File: src/rtl/digit_text_to_byte_converter_defines.svh
// assertion macros for the converter rtl, included by dtb_step
`ifndef DIGIT_TEXT_TO_BYTE_CONVERTER_DEFINES_SVH
`define DIGIT_TEXT_TO_BYTE_CONVERTER_DEFINES_SVH

// plain property, checked on every clock edge out of reset
`define DTB_ASSERT(label, prop, msg) \
  label: assert property (@(posedge clk_i) disable iff (!rst_ni) (prop)) else $error(msg);

// next-cycle implication, checked out of reset
`define DTB_ASSERT_NEXT(label, ante, cons, msg) \
  label: assert property (@(posedge clk_i) disable iff (!rst_ni) (ante) |=> (cons)) \
    else $error(msg);

`endif

File: src/rtl/dtb_pkg.sv
// types and character constants for the digit text to byte converter
package dtb_pkg;

  // radix mode register codes; other codes emit nothing and flag every character
  typedef enum logic [2:0] {
    MODE_HEX  = 3'd0,
    MODE_DEC  = 3'd1,
    MODE_OCT  = 3'd2,
    MODE_BIN  = 3'd3,
    MODE_TEXT = 3'd4
  } radix_mode_e;

  // character codes
  localparam logic [7:0] CHAR_TAB   = 8'h09;
  localparam logic [7:0] CHAR_CR    = 8'h0D;
  localparam logic [7:0] CHAR_SPACE = 8'h20;
  localparam logic [7:0] CHAR_0     = 8'h30;
  localparam logic [7:0] CHAR_1     = 8'h31;
  localparam logic [7:0] CHAR_7     = 8'h37;
  localparam logic [7:0] CHAR_9     = 8'h39;
  localparam logic [7:0] CHAR_UA    = 8'h41;
  localparam logic [7:0] CHAR_UF    = 8'h46;
  localparam logic [7:0] CHAR_LA    = 8'h61;
  localparam logic [7:0] CHAR_LF    = 8'h66;

  // digits per byte in each radix
  localparam logic [3:0] GROUP_HEX = 4'd2;
  localparam logic [3:0] GROUP_DEC = 4'd3;
  localparam logic [3:0] GROUP_OCT = 4'd3;
  localparam logic [3:0] GROUP_BIN = 4'd8;

  localparam int unsigned CountW = 3;
  localparam int unsigned AccW   = 10;

  // one input character beat
  typedef struct packed {
    logic [7:0] char_code;
    logic       last_char;
  } dtb_char_t;

  // one result beat
  typedef struct packed {
    logic [7:0] byte_value;
    logic       byte_ready;
    logic       char_invalid;
    logic       run_end;
  } dtb_result_t;

endpackage

File: src/rtl/dtb_if.sv
// channel interfaces: character input, byte output, mode register write
interface dtb_char_if;
  logic       valid;
  logic       ready;
  logic [7:0] char_code;
  logic       last_char;

  modport source (output valid, output char_code, output last_char, input ready);
  modport sink   (input valid, input char_code, input last_char, output ready);
endinterface

interface dtb_byte_if;
  logic       valid;
  logic       ready;
  logic [7:0] byte_value;
  logic       byte_ready;
  logic       char_invalid;
  logic       run_end;

  modport source (output valid, output byte_value, output byte_ready,
                  output char_invalid, output run_end, input ready);
  modport sink   (input valid, input byte_value, input byte_ready,
                  input char_invalid, input run_end, output ready);
endinterface

interface dtb_cfg_if;
  logic       valid;
  logic       ready;
  logic [2:0] radix_mode;

  modport source (output valid, output radix_mode, input ready);
  modport sink   (input valid, input radix_mode, output ready);
endinterface

File: src/rtl/digit_text_to_byte_converter.sv
// top level of the digit text to byte converter
//
//  channel  | dir | payload                                       | handshake
//  char_i   | in  | char_code[7:0], last_char                     | valid/ready
//  byte_o   | out | byte_value[7:0], byte_ready, char_invalid,    | valid/ready
//           |     | run_end                                       |
//  cfg_i    | in  | radix_mode[2:0]                               | valid/ready
//
// one character per cycle while the output is not stalled; each beat passes the input
// register, then decode and accumulate into the output register, which offers the
// result for that beat
// the group accumulator updates in the same cycle a beat moves to the output stage
// reset clears the mode to hex and empties the group and both stages
// a stalled output holds its beat; the input stage still takes one more beat if it is empty
module digit_text_to_byte_converter (
  input logic       clk_i,
  input logic       rst_ni,
  dtb_char_if.sink  char_i,
  dtb_byte_if.source byte_o,
  dtb_cfg_if.sink   cfg_i
);
  import dtb_pkg::*;

  radix_mode_e mode_q;
  dtb_char_t   in_char, held_char;
  dtb_result_t step_res, out_res;
  logic        held_valid, out_free, fire;

  // mode register, always writable
  assign cfg_i.ready = 1'b1;

  always_ff @(posedge clk_i or negedge rst_ni) begin
    if (!rst_ni) begin
      mode_q <= MODE_HEX;
    end else if (cfg_i.valid) begin
      mode_q <= radix_mode_e'(cfg_i.radix_mode);
    end
  end

  assign in_char.char_code = char_i.char_code;
  assign in_char.last_char = char_i.last_char;

  // input stage
  dtb_in_reg u_in_reg (
    .clk_i   (clk_i),
    .rst_ni  (rst_ni),
    .valid_i (char_i.valid),
    .ready_o (char_i.ready),
    .char_i  (in_char),
    .valid_o (held_valid),
    .take_i  (fire),
    .char_o  (held_char)
  );

  // a beat is processed when the output stage can take its result
  assign fire = held_valid && out_free;

  dtb_step u_step (
    .clk_i    (clk_i),
    .rst_ni   (rst_ni),
    .fire_i   (fire),
    .mode_i   (mode_q),
    .char_i   (held_char),
    .result_o (step_res)
  );

  // output stage
  dtb_out_reg u_out_reg (
    .clk_i    (clk_i),
    .rst_ni   (rst_ni),
    .valid_i  (fire),
    .ready_o  (out_free),
    .result_i (step_res),
    .valid_o  (byte_o.valid),
    .ready_i  (byte_o.ready),
    .result_o (out_res)
  );

  assign byte_o.byte_value   = out_res.byte_value;
  assign byte_o.byte_ready   = out_res.byte_ready;
  assign byte_o.char_invalid = out_res.char_invalid;
  assign byte_o.run_end      = out_res.run_end;
endmodule

File: src/rtl/dtb_in_reg.sv
// input register stage holding one character beat
module dtb_in_reg (
  input  logic              clk_i,
  input  logic              rst_ni,
  input  logic              valid_i,
  output logic              ready_o,
  input  dtb_pkg::dtb_char_t char_i,
  output logic              valid_o,
  input  logic              take_i,
  output dtb_pkg::dtb_char_t char_o
);
  import dtb_pkg::*;

  logic      valid_q;
  dtb_char_t char_q;

  // free slot or the held beat leaves this cycle
  assign ready_o = !valid_q || take_i;

  always_ff @(posedge clk_i or negedge rst_ni) begin
    if (!rst_ni) begin
      valid_q <= 1'b0;
    end else if (ready_o) begin
      valid_q <= valid_i;
    end
  end

  // payload needs no reset
  always_ff @(posedge clk_i) begin
    if (valid_i && ready_o) begin
      char_q <= char_i;
    end
  end

  assign valid_o = valid_q;
  assign char_o  = char_q;
endmodule

File: src/rtl/dtb_step.sv
// digit decode, group accumulator and flush logic for one character
module dtb_step (
  input  logic                clk_i,
  input  logic                rst_ni,
  input  logic                fire_i,
  input  dtb_pkg::radix_mode_e mode_i,
  input  dtb_pkg::dtb_char_t  char_i,
  output dtb_pkg::dtb_result_t result_o
);
  import dtb_pkg::*;

  `include "digit_text_to_byte_converter_defines.svh"

  logic [CountW-1:0] cnt_q, cnt_d, cnt_inc, cnt_after;
  logic [AccW-1:0]   acc_q, acc_d, acc_next, acc_after, acc_x10;
  logic [7:0]        c;
  logic              is_space, is_dec, is_oct, is_bin, is_lhex, is_uhex;
  logic              take, invalid, text_pass, group_done, flush;
  logic [3:0]        digit, hex_digit, group_size;
  logic [7:0]        done_byte, byte_val;
  logic              byte_rdy;

  assign c = char_i.char_code;

  // character classes
  assign is_space = (c == CHAR_SPACE) || ((c >= CHAR_TAB) && (c <= CHAR_CR));
  assign is_dec   = (c >= CHAR_0) && (c <= CHAR_9);
  assign is_oct   = (c >= CHAR_0) && (c <= CHAR_7);
  assign is_bin   = (c == CHAR_0) || (c == CHAR_1);
  assign is_lhex  = (c >= CHAR_LA) && (c <= CHAR_LF);
  assign is_uhex  = (c >= CHAR_UA) && (c <= CHAR_UF);
  // letters a-f and A-F have low nibble 1..6
  assign hex_digit = is_dec ? c[3:0] : c[3:0] + 4'd9;
  assign acc_x10   = {acc_q[6:0], 3'b000} + {acc_q[8:0], 1'b0};

  // per-mode decode and accumulator update
  always_comb begin
    take       = 1'b0;
    invalid    = 1'b0;
    text_pass  = 1'b0;
    digit      = c[3:0];
    group_size = GROUP_HEX;
    acc_next   = acc_q;
    unique case (mode_i)
      MODE_HEX: begin
        take       = is_dec || is_lhex || is_uhex;
        invalid    = !take && !is_space;
        digit      = hex_digit;
        group_size = GROUP_HEX;
        acc_next   = {acc_q[5:0], 4'b0000} + {6'd0, hex_digit};
      end
      MODE_DEC: begin
        take       = is_dec;
        invalid    = !take && !is_space;
        group_size = GROUP_DEC;
        acc_next   = acc_x10 + {6'd0, digit};
      end
      MODE_OCT: begin
        take       = is_oct;
        invalid    = !take && !is_space;
        group_size = GROUP_OCT;
        acc_next   = {acc_q[6:0], 3'b000} + {6'd0, digit};
      end
      MODE_BIN: begin
        take       = is_dec;
        invalid    = !(is_bin || is_space);
        digit      = {3'b000, c == CHAR_1};
        group_size = GROUP_BIN;
        acc_next   = {acc_q[8:0], c == CHAR_1};
      end
      MODE_TEXT: begin
        text_pass = 1'b1;
      end
      default: begin
        invalid = 1'b1;
      end
    endcase
  end

  // group completion, with octal top digit clamped to 3
  assign cnt_inc    = cnt_q + CountW'(1);
  assign group_done = take && (({1'b0, cnt_inc} >= group_size) || (cnt_inc == '0));
  assign done_byte  = ((mode_i == MODE_OCT) && (acc_next[9:8] != 2'b00))
                    ? {2'b11, acc_next[5:0]} : acc_next[7:0];

  assign cnt_after = !take ? cnt_q : (group_done ? '0 : cnt_inc);
  assign acc_after = !take ? acc_q : (group_done ? '0 : acc_next);

  // end of string flushes a partial group right-aligned
  assign flush = char_i.last_char && !text_pass && !group_done &&
                 (cnt_after != '0) && (mode_i <= MODE_BIN);

  always_comb begin
    byte_rdy = 1'b1;
    byte_val = 8'd0;
    priority if (text_pass) begin
      byte_val = c;
    end else if (group_done) begin
      byte_val = done_byte;
    end else if (flush) begin
      byte_val = acc_after[7:0];
    end else begin
      byte_rdy = 1'b0;
    end
  end

  assign cnt_d = char_i.last_char ? '0 : cnt_after;
  assign acc_d = char_i.last_char ? '0 : acc_after;

  always_ff @(posedge clk_i or negedge rst_ni) begin
    if (!rst_ni) begin
      cnt_q <= '0;
      acc_q <= '0;
    end else if (fire_i) begin
      cnt_q <= cnt_d;
      acc_q <= acc_d;
    end
  end

  assign result_o.byte_value   = byte_val;
  assign result_o.byte_ready   = byte_rdy;
  assign result_o.char_invalid = invalid;
  assign result_o.run_end      = char_i.last_char;

  `DTB_ASSERT(a_idle_byte_zero, result_o.byte_ready || (result_o.byte_value == 8'd0),
              "byte value set without byte ready")
  `DTB_ASSERT_NEXT(a_last_clears, fire_i && char_i.last_char,
                   (cnt_q == '0) && (acc_q == '0), "group state kept past end of string")
  `DTB_ASSERT_NEXT(a_hold_state, !fire_i, $stable(cnt_q) && $stable(acc_q),
                   "group state moved without a beat")
endmodule

File: src/rtl/dtb_out_reg.sv
// output register stage holding one result beat
module dtb_out_reg (
  input  logic                clk_i,
  input  logic                rst_ni,
  input  logic                valid_i,
  output logic                ready_o,
  input  dtb_pkg::dtb_result_t result_i,
  output logic                valid_o,
  input  logic                ready_i,
  output dtb_pkg::dtb_result_t result_o
);
  import dtb_pkg::*;

  logic        valid_q;
  dtb_result_t result_q;

  // slot free or drained this cycle
  assign ready_o = !valid_q || ready_i;

  always_ff @(posedge clk_i or negedge rst_ni) begin
    if (!rst_ni) begin
      valid_q <= 1'b0;
    end else if (ready_o) begin
      valid_q <= valid_i;
    end
  end

  always_ff @(posedge clk_i) begin
    if (valid_i && ready_o) begin
      result_q <= result_i;
    end
  end

  assign valid_o  = valid_q;
  assign result_o = result_q;
endmodule
File: src/flat_wrapper.sv
// flat-port wrapper written by rule: the top's interface ports become plain ports
module digit_text_to_byte_converter_flat import dtb_pkg::*;
  (clk_i, rst_ni, char_i_valid, char_i_char_code, char_i_last_char, char_i_ready, byte_o_valid, byte_o_byte_value, byte_o_byte_ready, byte_o_char_invalid, byte_o_run_end, byte_o_ready, cfg_i_valid, cfg_i_radix_mode, cfg_i_ready);
  dtb_char_if char_i_i ();
  dtb_byte_if byte_o_i ();
  dtb_cfg_if cfg_i_i ();
  input logic clk_i;
  input logic rst_ni;
  input wire logic [$bits(char_i_i.valid)-1:0] char_i_valid;
  input wire logic [$bits(char_i_i.char_code)-1:0] char_i_char_code;
  input wire logic [$bits(char_i_i.last_char)-1:0] char_i_last_char;
  output wire logic [$bits(char_i_i.ready)-1:0] char_i_ready;
  output wire logic [$bits(byte_o_i.valid)-1:0] byte_o_valid;
  output wire logic [$bits(byte_o_i.byte_value)-1:0] byte_o_byte_value;
  output wire logic [$bits(byte_o_i.byte_ready)-1:0] byte_o_byte_ready;
  output wire logic [$bits(byte_o_i.char_invalid)-1:0] byte_o_char_invalid;
  output wire logic [$bits(byte_o_i.run_end)-1:0] byte_o_run_end;
  input wire logic [$bits(byte_o_i.ready)-1:0] byte_o_ready;
  input wire logic [$bits(cfg_i_i.valid)-1:0] cfg_i_valid;
  input wire logic [$bits(cfg_i_i.radix_mode)-1:0] cfg_i_radix_mode;
  output wire logic [$bits(cfg_i_i.ready)-1:0] cfg_i_ready;
  assign char_i_i.valid = char_i_valid;
  assign char_i_i.char_code = char_i_char_code;
  assign char_i_i.last_char = char_i_last_char;
  assign char_i_ready = char_i_i.ready;
  assign byte_o_valid = byte_o_i.valid;
  assign byte_o_byte_value = byte_o_i.byte_value;
  assign byte_o_byte_ready = byte_o_i.byte_ready;
  assign byte_o_char_invalid = byte_o_i.char_invalid;
  assign byte_o_run_end = byte_o_i.run_end;
  assign byte_o_i.ready = byte_o_ready;
  assign cfg_i_i.valid = cfg_i_valid;
  assign cfg_i_i.radix_mode = cfg_i_radix_mode;
  assign cfg_i_ready = cfg_i_i.ready;
  digit_text_to_byte_converter u_core (.clk_i(clk_i), .rst_ni(rst_ni), .char_i(char_i_i), .byte_o(byte_o_i), .cfg_i(cfg_i_i));
endmodule
File: config.mk
export PLATFORM = sky130hd
export DESIGN_NAME = digit_text_to_byte_converter_flat
export DESIGN_NICKNAME = d
export VERILOG_FILES = /design/src/rtl/dtb_pkg.sv /design/src/rtl/dtb_if.sv /design/src/rtl/digit_text_to_byte_converter.sv /design/src/rtl/dtb_in_reg.sv /design/src/rtl/dtb_step.sv /design/src/rtl/dtb_out_reg.sv /design/src/flat_wrapper.sv
export VERILOG_INCLUDE_DIRS = /design/src /design/src/rtl
export SDC_FILE = /design/constraint.sdc
export NUM_CORES = 1
export LEC_CHECK = 0
export BUFFER_PORTS_ARGS = -buffer_cell sky130_fd_sc_hd__buf_2
export CAP_MARGIN = 25
export CORE_UTILIZATION = 50
export DETAILED_ROUTE_END_ITERATION = 10
export PLACE_DENSITY = 0.7
export SETUP_SLACK_MARGIN = 0.2
export SYNTH_ARGS = -nofsm -noshare
export SYNTH_HDL_FRONTEND = slang
export SYNTH_SLANG_ARGS = --single-unit
File: constraint.sdc
create_clock -name clk_i -period 4.3 [get_ports clk_i]
set_clock_uncertainty 0.1 [all_clocks]
set_input_delay 0.86 -clock clk_i [delete_from_list [all_inputs] [get_ports clk_i]]
set_output_delay 0.86 -clock clk_i [all_outputs]
set_load 0.03 [all_outputs]
# [After elaboration in Yosys (flattened, before gate mapping)]
# Index checks and enable logic that the tools add are counted.
[word_totals] reg_bits=38 inputBits=17 output_inout_bits=14
[classes] n_addsub=6 order_cmp=11 eq_ne=7 n_mux=17 reduce_logical=43
[ops] op="one-hot mux 10 bit (4 select lines)" n=1
[ops] op="2-to-1 mux 8 bit" n=4
[ops] op="adder 10 x 4 -> 10 bit" n=3
[ops] op="2-to-1 mux 10 bit" n=3
[ops] op="equality test 8 x 6 -> 1 bit, second input constant" n=3
[ops] op="logical AND 1 bit" n=17
[ops] op="greater-or-equal comparator 8 x 7 -> 1 bit, second input constant" n=2
[ops] op="<= comparator 8 x 6 -> 1 bit, second input constant" n=2
[ops] op="<= comparator 8 x 7 -> 1 bit, second input constant" n=2
[ops] op="adder 10 bit" n=1
[ops] op="zero test 1 bit" n=9
[ops] op="2-to-1 mux 3 bit" n=3
[ops] op="greater-or-equal comparator 8 x 4 -> 1 bit, second input constant" n=1
[ops] op="greater-or-equal comparator 8 x 6 -> 1 bit, second input constant" n=1
[ops] op="<= comparator 8 x 4 -> 1 bit, second input constant" n=1
[ops] op="logical OR 1 bit" n=8
[ops] op="one-hot mux 4 bit (2 select lines)" n=1
[ops] op="equality test 3 x 2 -> 1 bit, second input constant" n=2
[ops] op="zero test 3 bit" n=2
[ops] op="OR reduction 2 bit" n=3
[ops] op="one-hot mux 1 bit (5 select lines)" n=1
[ops] op="adder 4 bit, second input constant" n=1
[ops] op="greater-or-equal comparator 3 x 4 -> 1 bit" n=1
[ops] op="2-to-1 mux 4 bit" n=1
[ops] op="9 further kinds" n=11

# [Depth between registers and ports, before layout]
# Gate-level depths: netlist (run 1).
[logic_depth] word_depth=14 ltp_mapped=12 mapped_depth_nobuf=11

# [Modules after synthesis]
# Synthesis (run 1) repeated with hierarchy kept, for this count alone.
[hier_totals] hier_cells=307 hier_area_um2=2946.6
[by_module_without_submodules] mod="dtb_step" instances=1 cells_per_inst=270 area_each_um2=2112.0 seq_area_each_um2=300.3
[by_module_without_submodules] mod="dtb_out_reg" instances=1 cells_per_inst=15 area_each_um2=384.1 seq_area_each_um2=355.3
[by_module_without_submodules] mod="dtb_in_reg" instances=1 cells_per_inst=13 area_each_um2=324.1 seq_area_each_um2=295.3
[by_module_without_submodules] mod="digit_text_to_byte_converter" instances=1 cells_per_inst=9 area_each_um2=126.4 seq_area_each_um2=75.1

# [Worst setup path before layout (run 1)]
# No wires, ideal clock.
[synth_timing] path_type="reg2reg" startpoint="register u_core.u_step.acc_q[0]" endpoint="register u_core.u_out_reg.result_q, in the netlist u_core.u_out_reg.result_o[10], data pin" setup_ps=283 arrival_ps=2661 t_required_ps=3917 path_slack_ps=1256 stages_incl_launch_ff=11 period_less_slack_ps=3044 cell_sequence="dfrtp_1 > fa_1 > inv_1 > fa_1 > nor2b_1 > o211ai_1 > a21oi_1 > mux2i_1 > nand2_1 > o311ai_0 > o211ai_1"
[synth_rtl] item="start: declaration" line_no="dtb_step.sv:15" rtl="logic [AccW-1:0] acc_q, acc_d, acc_next, acc_after, acc_x10;"
[synth_rtl] item="start signal: assignment" line_no="dtb_step.sv:113" rtl="acc_q <= '0;"
[synth_rtl] item="start signal: assignment" line_no="dtb_step.sv:116" rtl="acc_q <= acc_d;"
[synth_rtl] item="end signal: assignment" line_no="dtb_out_reg.sv:30" rtl="result_q <= result_i;"
[synth_rtl] item="end: declaration" line_no="dtb_out_reg.sv:15" rtl="dtb_result_t result_q;"

==> impl_metrics.json, run 1 <==
{
  "place.gp.congestion": 0.8931,
  "initial_core_util_pct": 52.55,
  "drtAntennaViolNets": 0,
  "final_area_um2": 3181,
  "via_per_inst": 6.190,
  "grt-ovfl-total": 0,
  "h-tree-depth": 2,
  "finalCritPeriodShare_pct": 78.81,
  "rsz0062_at_grt": "no",
  "die_area_um2": 6169,
  "arrival_ns": 3.31,
  "p_total_mw": 1.146,
  "dr.pass1.iters": 4,
  "routedWlPerCell_um": 16.74,
  "clk_latency_ns": 0.29,
  "syn_area_um2": 2929,
  "dp.cells": 393,
  "dp_hpwl_um": 5149,
  "syn_avg_cell_area_um2": 9.572,
  "vdd_drop_max_uv": 215.2,
  "ys_dominant_reg_cell": "edfxtp_1",
  "fin_nets": 371,
  "cts_buffers": 5,
  "outcome": "complete, no violations",
  "place_area_um2": 3087,
  "p_per_area_nw_per_um2": 360.3,
  "fin_crit_ns": 3.389,
  "stdcell_count": 401,
  "p_leak_nw": 1.336,
  "whs_ns": 0.3881,
  "crit_fanout": 10,
  "ys_warn_count": 0,
  "cts_tree": "done",
  "finalHoldViolCount": 0,
  "utilization_pct": 57.06,
  "route.detailed.drc": 0,
  "cap_violations": 0,
  "tns_ns": 0,
  "root_buffer": "clkbuf_8",
  "num_io_pins": 31,
  "synthArstFlopShare_pct": 45.95,
  "cts.hold.buffers_added": 0,
  "setup_viol": 0,
  "path_clk_slew_ns": 0.08,
  "drt_iter0_markers": 134,
  "slew_viol_final": 0,
  "drive_gt1_share_pct": 16.72,
  "worst_slack_ns": 0.9110,
  "die_h_um": 78.54,
  "crit_path_start_kind": "flop",
  "ys_types": 62,
  "post_cts_buffers": 0,
  "end_kind": "flop",
  "worstSetupPathType": "flop to flop",
  "worstPathRequired_ns": 4.22,
  "rows": 27,
  "groute.usage.overall_pct": 23.82,
  "grt_pass1_vias": 2362,
  "relSlewSlack_pct": 42.40,
  "numClockSinks": 37,
  "portBuffers": 29,
  "min_path_type": "input port to asynchronous set/reset pin",
  "synth_fp_nets": 349,
  "antenna_found_initial": 0,
  "area_growth_pct": 8.586,
  "synth_edf_count": 20,
  "pre_cts_slack_ns": 0.9313,
  "ctsResizeCount": 0,
  "seq_area_frac_synth_pct": 35.03,
  "grt_max_degree": 28,
  "core_area_um2": 5574,
  "final_cell_mix": "buf_2, nand2_1, o21ai_0",
  "ff2ff_path_depth": 10,
  "vias": 2482,
  "tightest_slew_ns": 0.8640,
  "clk_path_buf_depth": 2,
  "syn-instance-count": 306,
  "die_x_um": 78.54,
  "final_common_cell": "buf_2",
  "synth-seq-cells": 37,
  "fmax_mhz": 295.1,
  "n_antenna_cell": 0,
  "grt_pass1_wl_um": 11370,
  "wirelength_um": 6713
}
-- layout make-up --
cell class	count	area, µm²
Clock inverter	1	7.507
Sequential cell	37	1026
Clock buffer	7	86.33
Timing Repair Buffer	32	167.7
Multi-Input combinational cell	239	1754
Fill cell	515	2394
Tap cell	72	90.09
Inverter	13	48.80
-- sequential cells by signal, summed over array words and instances (netlist names) --
name,cells
u_core.mode_q,3
u_core.u_in_reg.char_o,9
u_core.u_in_reg.valid_o,1
u_core.u_out_reg.result_o,11
u_core.u_out_reg.valid_o,1
u_core.u_step.acc_q,9
u_core.u_step.cnt_q,3
-- critical path, cell delays in order, from the launching register on --
cell	delay, ns
edfxtp_1	0.57
fa_1	0.58
inv_1	0.06
fa_1	0.46
nor2b_1	0.15
o211ai_1	0.11
a21oi_1	0.17
mux2i_1	0.20
nand2_1	0.09
o311ai_0	0.45
o211ai_1	0.16
-- per-layer routing --
| metal | global-route usage [%] | share of wire (%) | up-vias | routed length (µm) |
|---|---|---|---|---|
| met3 | 4.535 | 6.4 | 16 | 431 |
| met2 | 39.04 | 47 | 93 | 3158 |
| li1 | - | - | 1191 | - |
| met4 | 10.56 | 3.0 | 0 | 202 |
| met5 | 0 | 0 | - | 0 |
| met1 | 30.38 | 44 | 1182 | 2921 |
-- Yosys cell counts (all sizes together) (2+ instances only) --
master  number  share of area, %
nand2b      12               2.6
and2         4              0.85
buf         10               2.5
and3         3              0.64
xnor2        9               2.7
nand2       26               3.3
inv         13               1.7
or3          2              0.60
nor3b        2              0.51
nor4b        3               1.4
nand3        6               1.0
clkbuf       7              0.90
a21oi       10               1.7
xor2         3              0.90
nor2        22               2.9
a22oi       14               3.6
o211ai       5               1.3
a31oi        2              0.43
ha          24                10
mux4         3               2.3
a221o        2              0.68
or2          2              0.43
fa           2               1.4
mux2i        7               2.4
edfxtp      20                21
a32oi        2              0.60
dfrtp       17                15
mux2         3               1.2
a221oi       4               1.4
nor2b        4              0.85
o21ai       27               4.6
nor3         8               1.4
a211oi       7               2.1
nor4         2              0.43
-- kinds of logic (layout without fill, tap and decap cells) --
group / count (synthesis) / after routing / share of synthesized area (%)
xor gates and xnor gates: 12 / 12 / 3.589
other: 1 / 1 / 0.1280
and+or+nand+nor: 99 / 99 / 17.77
muxes: 13 / 13 / 5.852
buffers and inverters: 30 / 53 / 5.084
adders and majority gates: 26 / 26 / 11.62
DFF: 37 / 37 / 35.03
AOI/OAI and AO/OA: 88 / 88 / 20.93
-- final timing paths --
kind | to | from | slack (ns)
setup / recovery | u_core.u_out_reg.result_o[10]$_DFFE_PP_ | u_core.u_in_reg.char_o[4]$_DFFE_PP_ | 0.91
hold / removal | u_core.u_step.acc_q[8]$_DFFE_PN0P_ | rst_ni | 0.39
setup reg to reg | u_core.u_out_reg.result_o[10]$_DFFE_PP_ | u_core.u_in_reg.char_o[4]$_DFFE_PP_ | 0.91
hold reg to reg | u_core.u_out_reg.valid_o$_DFFE_PN0P_ | u_core.u_in_reg.valid_o$_DFFE_PN0N_ | 0.41
max in group asynchronous | u_core.u_step.acc_q[0]$_DFFE_PN0P_ | rst_ni | 3.41
min in group clk_i | u_core.u_out_reg.valid_o$_DFFE_PN0P_ | u_core.u_in_reg.valid_o$_DFFE_PN0N_ | 0.41
-- report_power, final --
part | leakage, nW | total, mW | internal (mW) | switching, mW
Sequential | 0.412 | 0.496 | 0.421 | 0.0748
Combinational | 0.879 | 0.392 | 0.175 | 0.217
Clock | 0.0445 | 0.258 | 0.130 | 0.128
Total | 1.34 | 1.15 | 0.726 | 0.420
No activity file was read; power rests on OpenSTA's default activity.
==> run 2: changes to the inputs <==
- clock period: 4.3 -> 3.3 ns (I/O delays scaled with it)
==> run 2 against run 1 <==
  * Utilization grew 3.4 points
  * Sequential cell count is the same
  * Setup slack lost 0.61 ns
  * Register-to-register slack lost 0.61 ns
  * Routed wire length grew 7.4%
  * Maximum frequency grew 13%
  * Power grew 36%
  * Count of clock-buffer cells in the layout is the same
  * Non-clock buffer count grew 19
  * Design area grew 5.9%
  * Critical path type unchanged
==> impl_metrics.json, run 2 (synthesis gave the netlist of run 1 again) <==
{
  "ff2ff_path_depth": 10,
  "path_clk_slew_ns": 0.07,
  "drive_gt1_share_pct": 23.85,
  "drt_iter0_markers": 196,
  "die_area_um2": 6169,
  "rsz0062_at_grt": "yes",
  "slew_viol_final": 0,
  "clk_latency_ns": 0.29,
  "grt_pass1_wl_um": 11960,
  "outcome": "complete, no violations",
  "portBuffers": 29,
  "fmax_mhz": 333.8,
  "root_buffer": "clkbuf_8",
  "crit_fanout": 7,
  "final_cell_mix": "buf_2, nand2_1, o21ai_0",
  "drtAntennaViolNets": 0,
  "core_area_um2": 5574,
  "wirelength_um": 7208,
  "nFillCells": 503,
  "finalHoldViolCount": 0,
  "worstSetupPathType": "flop to flop",
  "setup_viol": 0,
  "dp_hpwl_um": 5402,
  "antenna_found_initial": 0,
  "grt-ovfl-total": 0,
  "cts_buffers": 5,
  "area_growth_pct": 14.99,
  "die_h_um": 78.54,
  "rows": 27,
  "via_per_inst": 6.088,
  "finalCritPeriodShare_pct": 90.78,
  "groute.usage.overall_pct": 25.11,
  "numClockSinks": 37,
  "p_per_area_nw_per_um2": 461.4,
  "crit_path_start_kind": "flop",
  "grt_pass1_vias": 2501,
  "vias": 2557,
  "min_path_type": "input port to asynchronous set/reset pin",
  "fin_nets": 390,
  "dr.pass1.iters": 5,
  "initial_core_util_pct": 52.55,
  "place.gp.congestion": 0.9107,
  "cap_violations": 0,
  "fin_crit_ns": 2.996,
  "route.detailed.drc": 0,
  "arrival_ns": 3.05,
  "stdcell_count": 420,
  "cts.hold.buffers_added": 0,
  "die_x_um": 78.54,
  "h-tree-depth": 2,
  "cts_tree": "done",
  "clk_path_buf_depth": 2,
  "dp.cells": 408,
  "p_leak_nw": 1.424,
  "relSlewSlack_pct": 59.71,
  "num_io_pins": 31,
  "largest_reg_flops": 11,
  "final_common_cell": "buf_2",
  "routedWlPerCell_um": 17.16,
  "tightest_slew_ns": 0.6037,
  "vdd_drop_max_uv": 299.9,
  "worstPathRequired_ns": 3.35,
  "grt_max_degree": 18,
  "end_kind": "flop",
  "tns_ns": 0,
  "n_antenna_cell": 0
}
-- run 2: cell types whose count changed in the layout (fill, tap and decap cells not counted), moves of 2 or more --
| cell | delta |
|---|---|
| nor2b_1 | -2 |
| ha_1 | -2 |
| buf_4 | +19 |
| nor2b_2 | +2 |
| ha_2 | +2 |
-- run 2: worst paths after layout --
kind                                                     endpoint  slack (ns)                           startpoint
hold / removal                 u_core.u_step.acc_q[4]$_DFFE_PN0P_        0.19                               rst_ni
min in group clk_i           u_core.u_out_reg.valid_o$_DFFE_PN0P_        0.41  u_core.u_in_reg.valid_o$_DFFE_PN0N_
setup / recovery           u_core.u_out_reg.result_o[3]$_DFFE_PP_        0.30         u_core.mode_q[0]$_DFFE_PN0P_
setup reg to reg           u_core.u_out_reg.result_o[3]$_DFFE_PP_        0.30         u_core.mode_q[0]$_DFFE_PN0P_
max in group asynchronous      u_core.u_step.acc_q[0]$_DFFE_PN0P_        2.61                               rst_ni
hold reg to reg              u_core.u_out_reg.valid_o$_DFFE_PN0P_        0.41  u_core.u_in_reg.valid_o$_DFFE_PN0N_
-- run 2: worst max-delay path: stages (launching register included) --
cell and delay, ns:
dfrtp_1 0.47, nand2b_1 0.23, a21oi_1 0.20, ha_1 0.24, nand2b_1 0.16, a211oi_1 0.26
o21ba_2 0.24, a211oi_1 0.12, or3_4 0.42, a211oi_2 0.23, a221o_1 0.17
-- run 2: per-stage QoR --
| stage | utilization [%] | worst slack [ns] | power, mW | hold WS (ns) | instance area, µm² |
|---|---|---|---|---|---|
| global route | 60.43 | 0.1665 | 1.644 | 0.2313 | 3368 |
| floorplan | - | 0.2561 | 1.034 | 0.2644 | 2929 |
| global placement | 57.40 | 0.1305 | 1.170 | 0.3678 | 3199 |
| CTS | 58.99 | 0.2073 | 1.494 | 0.2157 | 3288 |
| detailed placement | 57.40 | 0.08961 | 1.183 | 0.3916 | 3199 |
| finish | 60.43 | 0.3043 | 1.554 | 0.1943 | 3368 |
-- run 2: cell type report --
type | count | area [µm²] | share of cell area, %
tap | 72 | 90.09 | 2.675
multi-input combinational | 239 | 1812 | 53.79
inverter | 13 | 48.80 | 1.449
clock buffer | 7 | 76.32 | 2.266
sequential | 37 | 1026 | 30.46
timing repair buffer | 51 | 310.3 | 9.212
clock inverter | 1 | 5.005 | 0.1486
-- run 2: where the power goes --
group	internal [mW]	switching, mW
clock	0.148	0.161
combinational	0.285	0.328
sequential	0.549	0.0834
-- run 2: repair_timing --
item	CTS	global route
buffers inserted	0	4
pin swaps	0	4
endpoints found under the setup margin	2	14
hold endpoints to repair	0	0
gates resized for setup	2	11
-- run 2: routing by layer --
metal	vias up	wire (µm)	track usage (%)
li1	1226	-	-
met1	1215	3152	32.23
met2	104	3521	43.30
met3	12	436	4.186
met4	0	98	6.852
met5	-	0	0
